### src/hdl/tcpcs_pkg.sv
// Shared types and constants for the TCP checksum block.
// No dependencies; imported by every module in hdl/.
package tcpcs_pkg;

  localparam int unsigned WordW   = 16;
  localparam int unsigned AddrW   = 32;
  localparam int unsigned ProtoW  = 8;
  localparam int unsigned LenW    = 16;
  localparam int unsigned AccW    = 32;
  localparam int unsigned LeftW   = 15;
  localparam int unsigned PseudoW = 19;
  localparam int unsigned InDataW = WordW + 2 * AddrW + ProtoW + LenW;
  localparam int unsigned OutDataW = WordW;

  localparam logic [WordW-1:0] OddByteMask = 16'hFF00;

  // One input item as held in the input register.
  typedef struct packed {
    logic [WordW-1:0]  segment_word;
    logic              last_word;
    logic [AddrW-1:0]  src_addr;
    logic [AddrW-1:0]  dst_addr;
    logic [ProtoW-1:0] protocol;
    logic [LenW-1:0]   segment_length;
  } item_t;

  // Handshake between the input register and the checksum core.
  typedef struct packed {
    logic  valid;
    item_t item;
  } in_slot_t;

endpackage

### src/hdl/tcpcs_in_stage.sv
// Input register of the TCP checksum block: unpacks and holds one item.
// Depends on tcpcs_pkg.
module tcpcs_in_stage (
  input  logic                           clk_i,
  input  logic                           rst_ni,
  input  logic                           s_axis_tvalid,
  output logic                           s_axis_tready,
  input  logic [tcpcs_pkg::InDataW-1:0]  s_axis_tdata,
  input  logic                           s_axis_tlast,
  input  logic                           take_i,
  output tcpcs_pkg::in_slot_t            slot_o
);
  import tcpcs_pkg::*;

  logic  valid_q, valid_d;
  item_t item_q;
  logic  accept;

  assign s_axis_tready = !valid_q || take_i;
  assign accept        = s_axis_tvalid && s_axis_tready;

  always_comb begin
    valid_d = valid_q;
    if (accept) begin
      valid_d = 1'b1;
    end else if (take_i) begin
      valid_d = 1'b0;
    end
  end

  always_ff @(posedge clk_i or negedge rst_ni) begin
    if (!rst_ni) begin
      valid_q <= 1'b0;
    end else begin
      valid_q <= valid_d;
    end
  end

  always_ff @(posedge clk_i) begin
    if (accept) begin
      item_q.segment_word   <= s_axis_tdata[WordW-1:0];
      item_q.last_word      <= s_axis_tlast;
      item_q.src_addr       <= s_axis_tdata[WordW +: AddrW];
      item_q.dst_addr       <= s_axis_tdata[WordW+AddrW +: AddrW];
      item_q.protocol       <= s_axis_tdata[WordW+2*AddrW +: ProtoW];
      item_q.segment_length <= s_axis_tdata[WordW+2*AddrW+ProtoW +: LenW];
    end
  end

  assign slot_o.valid = valid_q;
  assign slot_o.item  = item_q;

endmodule

### src/hdl/tcpcs_core.sv
// Checksum core: packet state, accumulator update, carry fold and result register.
// Depends on tcpcs_pkg.
module tcpcs_core (
  input  logic                            clk_i,
  input  logic                            rst_ni,
  input  tcpcs_pkg::in_slot_t             slot_i,
  output logic                            take_o,
  output logic                            m_axis_tvalid,
  input  logic                            m_axis_tready,
  output logic [tcpcs_pkg::OutDataW-1:0]  m_axis_tdata
);
  import tcpcs_pkg::*;

  logic [AccW-1:0]  acc_q, acc_d;
  logic             mid_q, mid_d;
  logic [LeftW-1:0] left_q, left_d;
  logic             odd_q, odd_d;
  logic             out_valid_q, out_valid_d;
  logic [WordW-1:0] csum_q, csum_d;

  item_t            it;
  logic [LenW:0]    len_inc;
  logic [LenW-1:0]  total;
  logic [LenW-1:0]  total_m1;
  logic [PseudoW-1:0] pseudo;
  logic [LeftW-1:0] left_after;
  logic             odd_now;
  logic [WordW-1:0] word_val;
  logic [AccW-1:0]  acc_new;
  logic [WordW:0]   fold1;
  logic [WordW-1:0] fold2;

  assign it = slot_i.item;

  // A non-last item never produces a result, so it may pass a stalled output.
  assign take_o = slot_i.valid && (!it.last_word || !out_valid_q || m_axis_tready);

  always_comb begin
    len_inc  = {1'b0, it.segment_length} + {{LenW{1'b0}}, 1'b1};
    total    = len_inc[LenW:1];
    total_m1 = total - {{(LenW-1){1'b0}}, 1'b1};
    pseudo   = PseudoW'(it.src_addr[15:0]) + PseudoW'(it.src_addr[31:16])
             + PseudoW'(it.dst_addr[15:0]) + PseudoW'(it.dst_addr[31:16])
             + PseudoW'(it.protocol) + PseudoW'(it.segment_length);

    if (!mid_q) begin
      odd_now    = it.segment_length[0];
      left_after = total_m1[LeftW-1:0];
    end else begin
      odd_now    = odd_q;
      left_after = left_q - {{(LeftW-1){1'b0}}, 1'b1};
    end

    // The final counted word of an odd-length segment carries one byte only.
    if (left_after == '0 && odd_now) begin
      word_val = it.segment_word & OddByteMask;
    end else begin
      word_val = it.segment_word;
    end

    acc_d  = acc_q;
    left_d = left_q;
    odd_d  = odd_q;
    mid_d  = mid_q;
    if (!mid_q) begin
      odd_d = odd_now;
      mid_d = 1'b1;
      if (total == '0) begin
        left_d = '0;
        acc_d  = AccW'(pseudo);
      end else begin
        left_d = left_after;
        acc_d  = AccW'(pseudo) + AccW'(word_val);
      end
    end else if (left_q != '0) begin
      left_d = left_after;
      acc_d  = acc_q + AccW'(word_val);
    end
    acc_new = acc_d;

    fold1 = {1'b0, acc_new[15:0]} + {1'b0, acc_new[31:16]};
    fold2 = fold1[WordW-1:0] + {{(WordW-1){1'b0}}, fold1[WordW]};

    csum_d      = csum_q;
    out_valid_d = out_valid_q && !m_axis_tready;
    if (take_o && it.last_word) begin
      csum_d      = ~fold2;
      out_valid_d = 1'b1;
      acc_d       = '0;
      mid_d       = 1'b0;
      left_d      = '0;
      odd_d       = 1'b0;
    end
  end

  always_ff @(posedge clk_i or negedge rst_ni) begin
    if (!rst_ni) begin
      acc_q       <= '0;
      mid_q       <= 1'b0;
      left_q      <= '0;
      odd_q       <= 1'b0;
      out_valid_q <= 1'b0;
    end else begin
      out_valid_q <= out_valid_d;
      if (take_o) begin
        acc_q  <= acc_d;
        mid_q  <= mid_d;
        left_q <= left_d;
        odd_q  <= odd_d;
      end
    end
  end

  always_ff @(posedge clk_i) begin
    csum_q <= csum_d;
  end

  assign m_axis_tvalid = out_valid_q;
  assign m_axis_tdata  = csum_q;

endmodule

### src/hdl/tcp_checksum_with_pseudo_header_top.sv
// Top level of the TCP checksum block with pseudo-header.
// Depends on tcpcs_pkg, tcpcs_in_stage and tcpcs_core.
//
//  Channel  | Dir | Carries
//  s_axis   | in  | one segment word with its pseudo-header values; tlast ends the segment
//  m_axis   | out | the 16-bit checksum, one item per segment
//
// The block takes one item per cycle while m_axis is not stalling a last word. A
// segment's last word passes through the input register, then the accumulator and
// fold path set the result register, from which the checksum is valid on m_axis.
// Reset clears the packet state and both valid flags. A stalled m_axis holds only
// a last word in the input register; other words keep flowing.
module tcp_checksum_with_pseudo_header_top (
  input  logic                            clk_i,
  input  logic                            rst_ni,
  input  logic                            s_axis_tvalid,
  output logic                            s_axis_tready,
  // Fields from bit 0: segment_word[15:0], src_addr[47:16], dst_addr[79:48],
  // protocol[87:80], segment_length[103:88].
  input  logic [tcpcs_pkg::InDataW-1:0]   s_axis_tdata,
  input  logic                            s_axis_tlast,
  output logic                            m_axis_tvalid,
  input  logic                            m_axis_tready,
  // Fields from bit 0: checksum[15:0].
  output logic [tcpcs_pkg::OutDataW-1:0]  m_axis_tdata
);
  import tcpcs_pkg::*;

  in_slot_t slot;
  logic     take;

  tcpcs_in_stage u_in_stage (
    .clk_i         (clk_i),
    .rst_ni        (rst_ni),
    .s_axis_tvalid (s_axis_tvalid),
    .s_axis_tready (s_axis_tready),
    .s_axis_tdata  (s_axis_tdata),
    .s_axis_tlast  (s_axis_tlast),
    .take_i        (take),
    .slot_o        (slot)
  );

  tcpcs_core u_core (
    .clk_i         (clk_i),
    .rst_ni        (rst_ni),
    .slot_i        (slot),
    .take_o        (take),
    .m_axis_tvalid (m_axis_tvalid),
    .m_axis_tready (m_axis_tready),
    .m_axis_tdata  (m_axis_tdata)
  );

endmodule

### config.mk
export PLATFORM = sky130hd
export DESIGN_NAME = tcp_checksum_with_pseudo_header_top
export DESIGN_NICKNAME = d
export VERILOG_FILES = /design/src/hdl/tcpcs_pkg.sv /design/src/hdl/tcpcs_in_stage.sv /design/src/hdl/tcpcs_core.sv /design/src/hdl/tcp_checksum_with_pseudo_header_top.sv
export SDC_FILE = /design/constraint.sdc
export NUM_CORES = 1
export LEC_CHECK = 0
export BUFFER_PORTS_ARGS = -buffer_cell sky130_fd_sc_hd__buf_2
export CORE_UTILIZATION = 60
export CTS_CLUSTER_SIZE = 24
export DETAILED_ROUTE_END_ITERATION = 6
export MAX_ROUTING_LAYER = met4
export PLACE_DENSITY = 0.8
export SLEW_MARGIN = 30
export SYNTH_ARGS = -nofsm -noshare
export SYNTH_HDL_FRONTEND = slang
export SYNTH_SLANG_ARGS = --single-unit
### constraint.sdc
create_clock -name clk_i -period 10.46 [get_ports clk_i]
set_input_delay 1.569 -clock clk_i [delete_from_list [all_inputs] [get_ports clk_i]]
set_output_delay 1.569 -clock clk_i [all_outputs]
set_load 0.01 [all_outputs]
* Word-level counts from Yosys, hierarchy flattened
Cells that the tools add are included.
** Word-level totals
- Bits in registers :: 172
- Latch bits :: 0
- Memory bits (writable) :: 0
- Bits in read-only memories :: 0
- Bits of input ports :: 109
- Memories kept :: 0
** Operators by class
- Add/subtract/negate cells :: 12
- Multipliers :: 0
- Divide/modulo/power cells :: 0
- Order comparisons :: 0
- Equal/unequal tests :: 2
- Shifts and indexed selects :: 0
- Multiplexer cells :: 17
- Bitwise operators :: 1
- Reduce and logical (&&, ||, !) cells :: 18
** Operator list (number)
- $mux 32 :: 4
- $mux 15 :: 5
- $add 19x16->19 :: 3
- $add 16x16->17 :: 2
- $add 32x16->32 :: 1
- $sub 15x1->15 const B :: 2
- $add 19x16->20 :: 1
- $add 19x8->19 :: 1
- $add 16x1->17 const B :: 1
- $add 16x1->16 :: 1
- $logic_not 16->1 :: 1
- $not 16->16 :: 1
- $logic_not 15->1 :: 1
- $reduce_bool 15->1 :: 1
- $mux 8 :: 1
- $mux 1 :: 7
- $logic_and 1x1->1 :: 5
- $logic_not 1->1 :: 4
- $reduce_and 2->1 :: 2
- $logic_or 1x1->1 :: 3
- $ne 3x3->1 const B :: 1
- $ne 2x2->1 const B :: 1
- $reduce_bool 2->1 :: 1

* Depth between registers and ports, before layout
Gate-level depths: netlist of the first run.
- Word-level depth :: 12
- Gate-level depth with buffers :: 46
- Mapped depth without buffers :: 46

* Hierarchy
A second synthesis of the first run with hierarchy kept.
** Unflattened totals
- Cell total of the unflattened synthesis :: 1231
- Area total of the unflattened synthesis :: 12573.3 um^2
** By module, submodules not included
- tcpcs_core :: instances 1, cells each 1121, area an instance 9359.0 um^2
- tcpcs_in_stage :: instances 1, cells each 110, area an instance 3214.3 um^2

* Worst setup path after synthesis of the first run
Ideal clock, no wire load.
- Path type :: flip-flop to flip-flop
- Start point :: reg u_in_stage.item_q, in the netlist u_in_stage.slot_o[56]
- End point :: reg u_core.csum_q[13] (netlist: u_core.m_axis_tdata[13]) (data pin)
- Library setup time :: 264 ps
- Data arrival time :: 8966 ps
- Required time :: 10196 ps
- Setup slack :: 1230 ps
- Stages on the path, launching flop included :: 46
- Path buffers :: 1
- Path through :: edfxtp_1 -> ha_1 -> fa_1 -> a21o_1 -> a21o_1 -> a21oi_1 -> inv_1 -> a21oi_1 -> xnor2_1 -> fa_1 -> fa_1 -> inv_1 -> fa_1 -> inv_1 -> ha_1 -> nor2b_1 -> nor3_1 -> nor2_1 -> [... 10 more ...] -> xnor2_1 -> nor2_1 -> a21o_1 -> fa_1 -> nor2b_1 -> o31a_1 -> o21bai_1 -> a211oi_1 -> o21ai_0 -> nand2b_1 -> a21o_1 -> a21o_1 -> ha_1 -> and3_1 -> and3_1 -> nand4_1 -> nor4_1 -> xnor2_1
** Between the ends
- Longest elaborated chain between the ends :: 11
** RTL lines
- start, declared :: line tcpcs_in_stage.sv:16 : item_t item_q;
- $add 16x16->17 (*) :: line tcpcs_core.sv:42 : pseudo = PseudoW'(it.src_addr[15:0]) + PseudoW'(it.src_addr[31:16])
- $add 19x16->19 (*) (2 in series) :: line tcpcs_core.sv:43 : + PseudoW'(it.dst_addr[15:0]) + PseudoW'(it.dst_addr[31:16])
- $add 19x8->19 (*) :: line tcpcs_core.sv:44 : + PseudoW'(it.protocol) + PseudoW'(it.segment_length);
- $add 19x16->19 (*) :: line tcpcs_core.sv:44
- $add 19x16->20 :: line tcpcs_core.sv:73 : acc_d = AccW'(pseudo) + AccW'(word_val);
- $mux 32 (*) :: line tcpcs_core.sv:68 : if (total == '0) begin
- $mux 32 (*) :: line tcpcs_core.sv:65 : if (!mid_q) begin
- $add 16x16->17 (*) :: line tcpcs_core.sv:81 : fold1 = {1'b0, acc_new[15:0]} + {1'b0, acc_new[31:16]};
- $add 16x1->16 (*) :: line tcpcs_core.sv:82 : fold2 = fold1[WordW-1:0] + {{(WordW-1){1'b0}}, fold1[WordW]};
- $not 16->16 (*) :: line tcpcs_core.sv:87 : csum_d = ~fold2;
- end signal, assigned :: line tcpcs_core.sv:115 : csum_q <= csum_d;
- end, declared :: line tcpcs_core.sv:19 : logic [WordW-1:0] csum_q, csum_d;
Every way passes the cells marked *; elsewhere a longest branch is shown, timed or not.
A chain may end at the register's enable or synchronous reset.

* Worst setup path in the final report of the first run
- Start point :: reg u_in_stage.item_q, in the netlist u_in_stage.slot_o[56]
- End point :: reg u_core.csum_q[11] (netlist: u_core.m_axis_tdata[11]) (data pin)
Same word-level chain as after synthesis.

==> run summary, run 1 <==
The synthesized flop and latch total works out to 172. In this run the biggest area consumer among cell types represents 28.6% of the synthesized area. The finished layout holds 1685 standard cells, fillers aside.

The final critical path takes up 95.0% of the cycle. Global routing finished with a remaining overflow of 0. Yosys attributes the largest share of cell area to edfxtp_1 (29%), dfrtp_1 (10%), ha_1 (9.6%), fa_1 (6.9%), xnor2_1 (5.0%). The logs give 38.6% for the sequential share of the synthesized area and 17 for the number of CTS-inserted buffers. The run gives 460 ps as the clock latency of the later-clocked register in the worst-skew pair. Number of antenna violations at the first check in global routing: 0. The worst hold path belongs to the class flip-flop to flip-flop. The synthesized area per cell works out to 9.99 sq um. For the final database, setup skew stands at 17.3 ps. Most common cell after layout, fill and taps aside: buf_2. The run finished with clean final reports.

Fraction of final layout cells sized beyond drive strength 1: 15.2%. The cell area that synthesis handed to floorplanning was 0.0127 sq mm. The via count of the first global-routing pass is 10037, and the upper clock frequency limit is 101 MHz. The number of enable-type register cells in the synthesized netlist is 121, and the total die area is 0.0218 sq mm. The run gives 30.3 mm as the total detailed-routing wirelength. The repair_antennas step left the layout with diodes totalling 0. The slowest stage of the critical path belongs to the cell fa_1. The slew at the pin with the worst max-slew slack was 852 ps; the warning count from the yosys run was 0. The cell count after placement came out at 1647.

Clock root buffer: clkbuf_16. For this run, the post-layout net count is 1653. In this run the vertical extent of the chip is 148 um.

In this run the deepest clock path goes through 2 buffers. TritonCTS built the clock tree. Setup violations remaining at the end of the flow were counted as 0. The maximum number of pins on one net before global-route repair was 83; the relative slew slack was 41.7%. The average wire length per cell after detail routing works out to 18.0 um.

The tools report the capturing element type of the critical path as a flip-flop. The required time of the worst setup path is 10650 ps, and the quantity of I/O buffers inserted on ports is 126. The tools report the count of H-tree levels built during CTS as 4.

The run gives 0 as the max-slew violation total from the final report. For the post-detailed-route DRC marker count, the log shows 0. The routability congestion estimate came out at 0.892. Counting every instance in the synthesized netlist gives 1273. Once the floorplan was initialized, standard cells occupied 62.0% of the core. The critical path is of the flip-flop to flip-flop type. The type of element launching the critical path is a flip-flop. The area growth from synthesis to layout is 13.4%.

Measured along the x axis, the die boundary spans 148 um. The library cells used most frequently in the layout, excluding fill and tap cells, are buf_2 (126), edfxtp_1 (121), nand2_1 (98), ha_1 (98), inv_1 (90). The final number of hold-violating endpoints was 0; the largest stage delay on the critical path was 510 ps. The dominant synthesized flop cell was edfxtp_1.

The wire-length estimate of the detail-placed layout is 22.8 mm. In this run the worst path has a maximum fanout of 6. The starting DRC count in detailed routing is 682. Data on the critical path arrives at its endpoint at 10120 ps. Summing over every cut layer, the via total after detailed routing is 10259. The run gives 127 as the count of pins on the block boundary.

The first global-routing pass estimated 49.3 mm of wire. Among the stages of the critical path, the cell type that occurs most often is a21o_1. In the routed layout, each cell is associated on average with a via count of 6.09.

The worst path in the final design needs a cycle of 9930 ps, including I/O delays and setup. The tree built by TritonCTS fans out to 172 sinks. Summed over all failing endpoints, the final setup total negative slack is 0 ps.

The number of nets handed over by synthesis was 1524. The total of max-cap violations was 0. Yosys mapped the design onto 78 distinct sky130hd cell types. The tools report the core region area as 0.0205 sq mm.

For the number of cell rows, the log shows 52. Of all flip-flops after synthesis, the portion carrying an async set or reset was 29.7%. The run gives 0 as the count of nets left with antenna violations after detail routing. The clock transition time at the flip-flop clock pins of the worst setup and hold paths came out at 80 ps. Summed over all instances, the cell type with the most area after synthesis is edfxtp_1. The first detailed-routing pass ran for 5 iterations. The total track usage came out at 29.9%.
[path summary, 6_finish.rpt]
kind,startpoint,to,slack [ps],cells after the start
hold / removal,u_core.acc_q[27],u_core.acc_q[27],530,1
min in group asynchronous,rst_ni,u_core.acc_q[3],1220,2
setup reg to reg,u_in_stage.slot_o[56],u_core.m_axis_tdata[11],530,45
setup / recovery,u_in_stage.slot_o[56],u_core.m_axis_tdata[11],530,45
max in group asynchronous,rst_ni,u_in_stage.valid_q,8740,2
hold reg to reg,u_core.acc_q[27],u_core.acc_q[27],530,1
[routing by layer]
metal  GRT usage, %  part of all wire (%)
met1           36.5                    42
met2           50.3                    49
met3           4.07                   5.1
met4           11.6                   3.4
met5              -                     0
[timing repair]
item / in CTS / in global routing
setup buffers: 0 / 6
resized for setup: 0 / 18
setup endpoints to repair: 0 / 10
hold buffers: 0 / 0
[cells in the mapped netlist (4+ instances only)]
cell type / number
o211ai_1: 7
nor2b_1: 8
nor2_1: 88
o22ai_1: 4
and3_1: 18
mux2i_1: 13
o21a_1: 16
inv_1: 90
o21ai_0: 88
a31oi_1: 13
xnor2_1: 73
o31a_1: 5
dfrtp_1: 51
fa_1: 44
ha_1: 98
buf_1: 4
buf_2: 6
nand4_1: 17
a2111oi_0: 6
clkbuf_1: 23
nand3_1: 24
or3_1: 13
a22o_1: 19
a21o_1: 27
nor4_1: 14
a21oi_1: 69
o21bai_1: 8
a21boi_0: 4
nor3b_1: 8
xor2_1: 40
nor3_1: 20
a211oi_1: 18
o31ai_1: 10
and4_1: 7
nand2b_1: 14
nand2_1: 99
edfxtp_1: 121
and2_1: 19
[critical path, delay by kind of cell (launching register included)]
kind	cells	cell delay (ps)
XOR/XNOR	4	600
AND/OR/NAND/NOR	13	2280
buffers and inverters	4	360
flip-flops	1	390
AO/OA/AOI/OAI	15	2730
adder cells (fa/ha/maj)	9	3300
[stage by stage]
step           cell area (sq um)  hold WS [ps]  util [%]  setup slack (ps)
2_1_floorplan              12700           464         -              1230
3_3_place_gp               13600           497      66.6               587
3_5_place_dp               13600           515      66.6               270
4_1_cts                    14300           528      69.7               190
5_1_grt                    14400           555      70.3              -154
6_report                   14400           529      70.3               527
[state kept, by name, summed over array words and instances (netlist names)]
register              cells
u_in_stage.valid_q        1
u_core.acc_q             32
u_in_stage.slot_o       105
u_core.odd_q              1
u_core.m_axis_tvalid      1
u_core.left_q            15
u_core.m_axis_tdata      16
u_core.mid_q              1
[layout make-up]
class	count	area, sq um
clock inverters	15	215
clock buffers	17	425
flip-flops and latches	172	4910
multi-input cells	973	7390
well taps	270	338
fillers	1507	6080
inverters	92	345
repair buffers	146	785
[cell families after synthesis]
family | after synthesis | share of synthesized area, %
xor gates and xnor gates | 113 | 7.78
AOI/OAI and AO/OA | 336 | 17.4
DFF | 172 | 38.6
buffers and inverters | 128 | 3.93
and+or+nand+nor | 366 | 14.4
adders and majority gates | 142 | 16.6
muxes | 16 | 1.29
Power of run 1 is not shown: default switching activity piles up to over one toggle a cycle in this logic, so the estimate is an artifact.
==> run 2: changes to the inputs <==
- PLACE_DENSITY: 0.8 -> unset
- PLACE_DENSITY_LB_ADDON: unset -> 0.12
- SLEW_MARGIN: 30 -> 10
==> run summary, run 2 (same netlist as run 1, synthesis figures left out) <==
The clock transition time at the flip-flop clock pins of the worst setup and hold paths is 80 ps (about the same). The total track usage was 29.6% (was 29.9%); the global-route congestion overflow total was 0 (unchanged). The part of the cycle the worst path needs was 95.4% (was 95.0%). The maximum buffer depth of the clock tree is 2 (unchanged). The total of hold buffers inserted after clock tree synthesis is 0 (unchanged), and the total die area is 0.0218 sq mm (unchanged). Worst hold-check path type: flip-flop to flip-flop (unchanged). The number of sinks driven by the clock tree was 172 (unchanged); the clock latency of the later-clocked register in the worst-skew pair was 460 ps (about the same). For the number of antenna violations at the first check in global routing, the log shows 0 (unchanged). The final setup TNS was 0 ps (unchanged). The total detailed-routing wirelength came out at 30.3 mm (about the same). The run gives 0 (unchanged) as the count of nets left with antenna violations after detail routing. The tools report the type of element launching the critical path as a flip-flop (unchanged). The die extent in y is 148 um (unchanged), and the number of non-filler instances in the completed layout is 1685 (unchanged). The quantity of I/O buffers inserted on ports is 126 (unchanged), and the arrival time of the worst setup path is 10160 ps (was 10120 ps).

The fraction of final layout cells sized beyond drive strength 1 was 15.3% (was 15.2%). The run gives 48.5 mm (was 49.3 mm) as the first-pass GRT wire length. The number of cell rows is 52 (unchanged). The run gives 0.940 (was 0.892) as the routability congestion estimate. The critical path start-end classification is flip-flop to flip-flop (unchanged). The starting DRC count in detailed routing came out at 610 (was 682).

The run gives 0 (unchanged) as the post-detailed-route DRC marker count. Commonest non-fill, non-tap cells in the layout: buf_2 (126), edfxtp_1 (121), nand2_1 (99), ha_1 (97), inv_1 (90) (was buf_2 (126), edfxtp_1 (121), nand2_1 (98), ha_1 (98), inv_1 (90)). The logs give 17 (unchanged) for the number of CTS-inserted buffers and 7 (was 5) for the detailed-routing iteration count for the pre-antenna-repair pass. The run gives 0 (unchanged) as the max-slew violation total from the final report. The relative slew slack was 30.0% (was 41.7%); the worst clock skew was 19.0 ps (was 17.3 ps). The clock root buffer was clkbuf_16 (unchanged). The layer with the highest usage was met2 (unchanged). Met3 track demand over resource in global routing: 4.20% (was 4.07%). The sum of net half-perimeters after detailed placement is 22.7 mm (was 22.8 mm). The slew at the pin with the worst max-slew slack works out to 1050 ps (was 852 ps). The count of nets after finishing is 1653 (unchanged). For the final number of hold-violating endpoints, the log shows 0 (unchanged). The capturing element type of the critical path was a flip-flop (unchanged). The final design utilization was 70.3% (about the same); the die span in x was 148 um (unchanged).

The tools report the count of H-tree levels built during CTS as 4 (unchanged). The most repeated library cell on the critical path was a21o_1 (unchanged). The cell count after placement came out at 1648 (was 1647). The count of pins on the block boundary was 127 (unchanged); the required time of the worst setup path was 10650 ps (about the same). Average wire length per cell after detail routing: 18.0 um (about the same). The tools report the routing usage on met1 as 36.6% (was 36.5%). The upper clock frequency limit was 100 MHz (was 101 MHz); the maximum fanout along the worst path was 6 (unchanged). The number of flip-flops under the largest register name came out at 105 (unchanged).

The met2 usage in global routing was 48.8% (was 50.3%); the number of fill cells was 1576 (was 1507). The average via count per standard cell was 6.03 (was 6.09); the via count was 10163 (was 10259). The run gives 62.0% (unchanged) as the initial standard-cell utilization of the core. The largest stage delay on the critical path is 500 ps (was 510 ps), and the total of max-cap violations is 0 (unchanged).

The clock period minus final worst setup slack is 9980 ps (was 9930 ps). Final setup violation count: 0 (unchanged). Most common cell after layout, fill and taps aside: buf_2 (unchanged).

Slowest cell on the critical path: fa_1 (unchanged). The flow ran to the end, and the final reports show no timing, DRC or antenna violations. The area added between synthesis and finish works out to 13.3% (was 13.4%).

The maximum number of pins on one net before global-route repair came out at 63 (was 83). The logs give 9748 (was 10037) for the via count of the first global-routing pass and 0.0205 sq mm (unchanged) for the core region area. TritonCTS built the clock tree. For the diode insertion count for antenna repair, the log shows 0 (unchanged).
run 2: repair_timing:
item | 4_1_cts | 5_1_grt
setup buffers | 0 | 5
resized for setup | 0 | 23
hold endpoints to repair | 0 | 0
endpoints found under the setup margin | 0 | 12
run 2: critical path, delay by kind of cell (launching register included):
family | cells | cell delay [ps]
AOI/OAI and AO/OA | 16 | 3060
DFF | 1 | 370
adders and majority gates | 9 | 3060
xor gates and xnor gates | 4 | 610
and+or+nand+nor | 13 | 2610
run 2: cell type report:
class                      count  area (sq um)  area share, %
clock inverter                15           185           1.29
timing repair buffer         146           781           5.42
clock buffer                  17           425           2.95
multi-input combinational    973          7420           51.5
inverter                      92           345           2.40
tap                          270           338           2.35
sequential                   172          4910           34.1
run 2: routing by layer:
layer / wire length, um / share of wire (%)
met1: 12800 / 42
met2: 14900 / 49
met3: 1510 / 5.0
met4: 1080 / 3.6
met5: 0 / 0
run 2: path summary, 6_finish.rpt:
path	start	end	slack, ps	depth (start not counted)
hold / removal	u_core.left_q[14]	u_core.left_q[14]	520	2
setup reg to reg	u_in_stage.slot_o[56]	u_core.m_axis_tdata[13]	480	42
hold reg to reg	u_core.left_q[14]	u_core.left_q[14]	520	2
setup / recovery	u_in_stage.slot_o[56]	u_core.m_axis_tdata[13]	480	42
min in group asynchronous	rst_ni	u_core.acc_q[5]	1230	2
max in group asynchronous	rst_ni	u_core.left_q[7]	8730	2
run 2: through the flow:
| stage | instance area, sq um | setup WS, ps | hold slack, ps |
|---|---|---|---|
| 2_1_floorplan | 12700 | 1230 | 464 |
| 3_3_place_gp | 13700 | 539 | 488 |
| 3_5_place_dp | 13700 | 223 | 500 |
| 4_1_cts | 14300 | 140 | 523 |
| 5_1_grt | 14400 | -10.3 | 554 |
| 6_report | 14400 | 485 | 520 |
Power of run 2 is left out for the same reason.
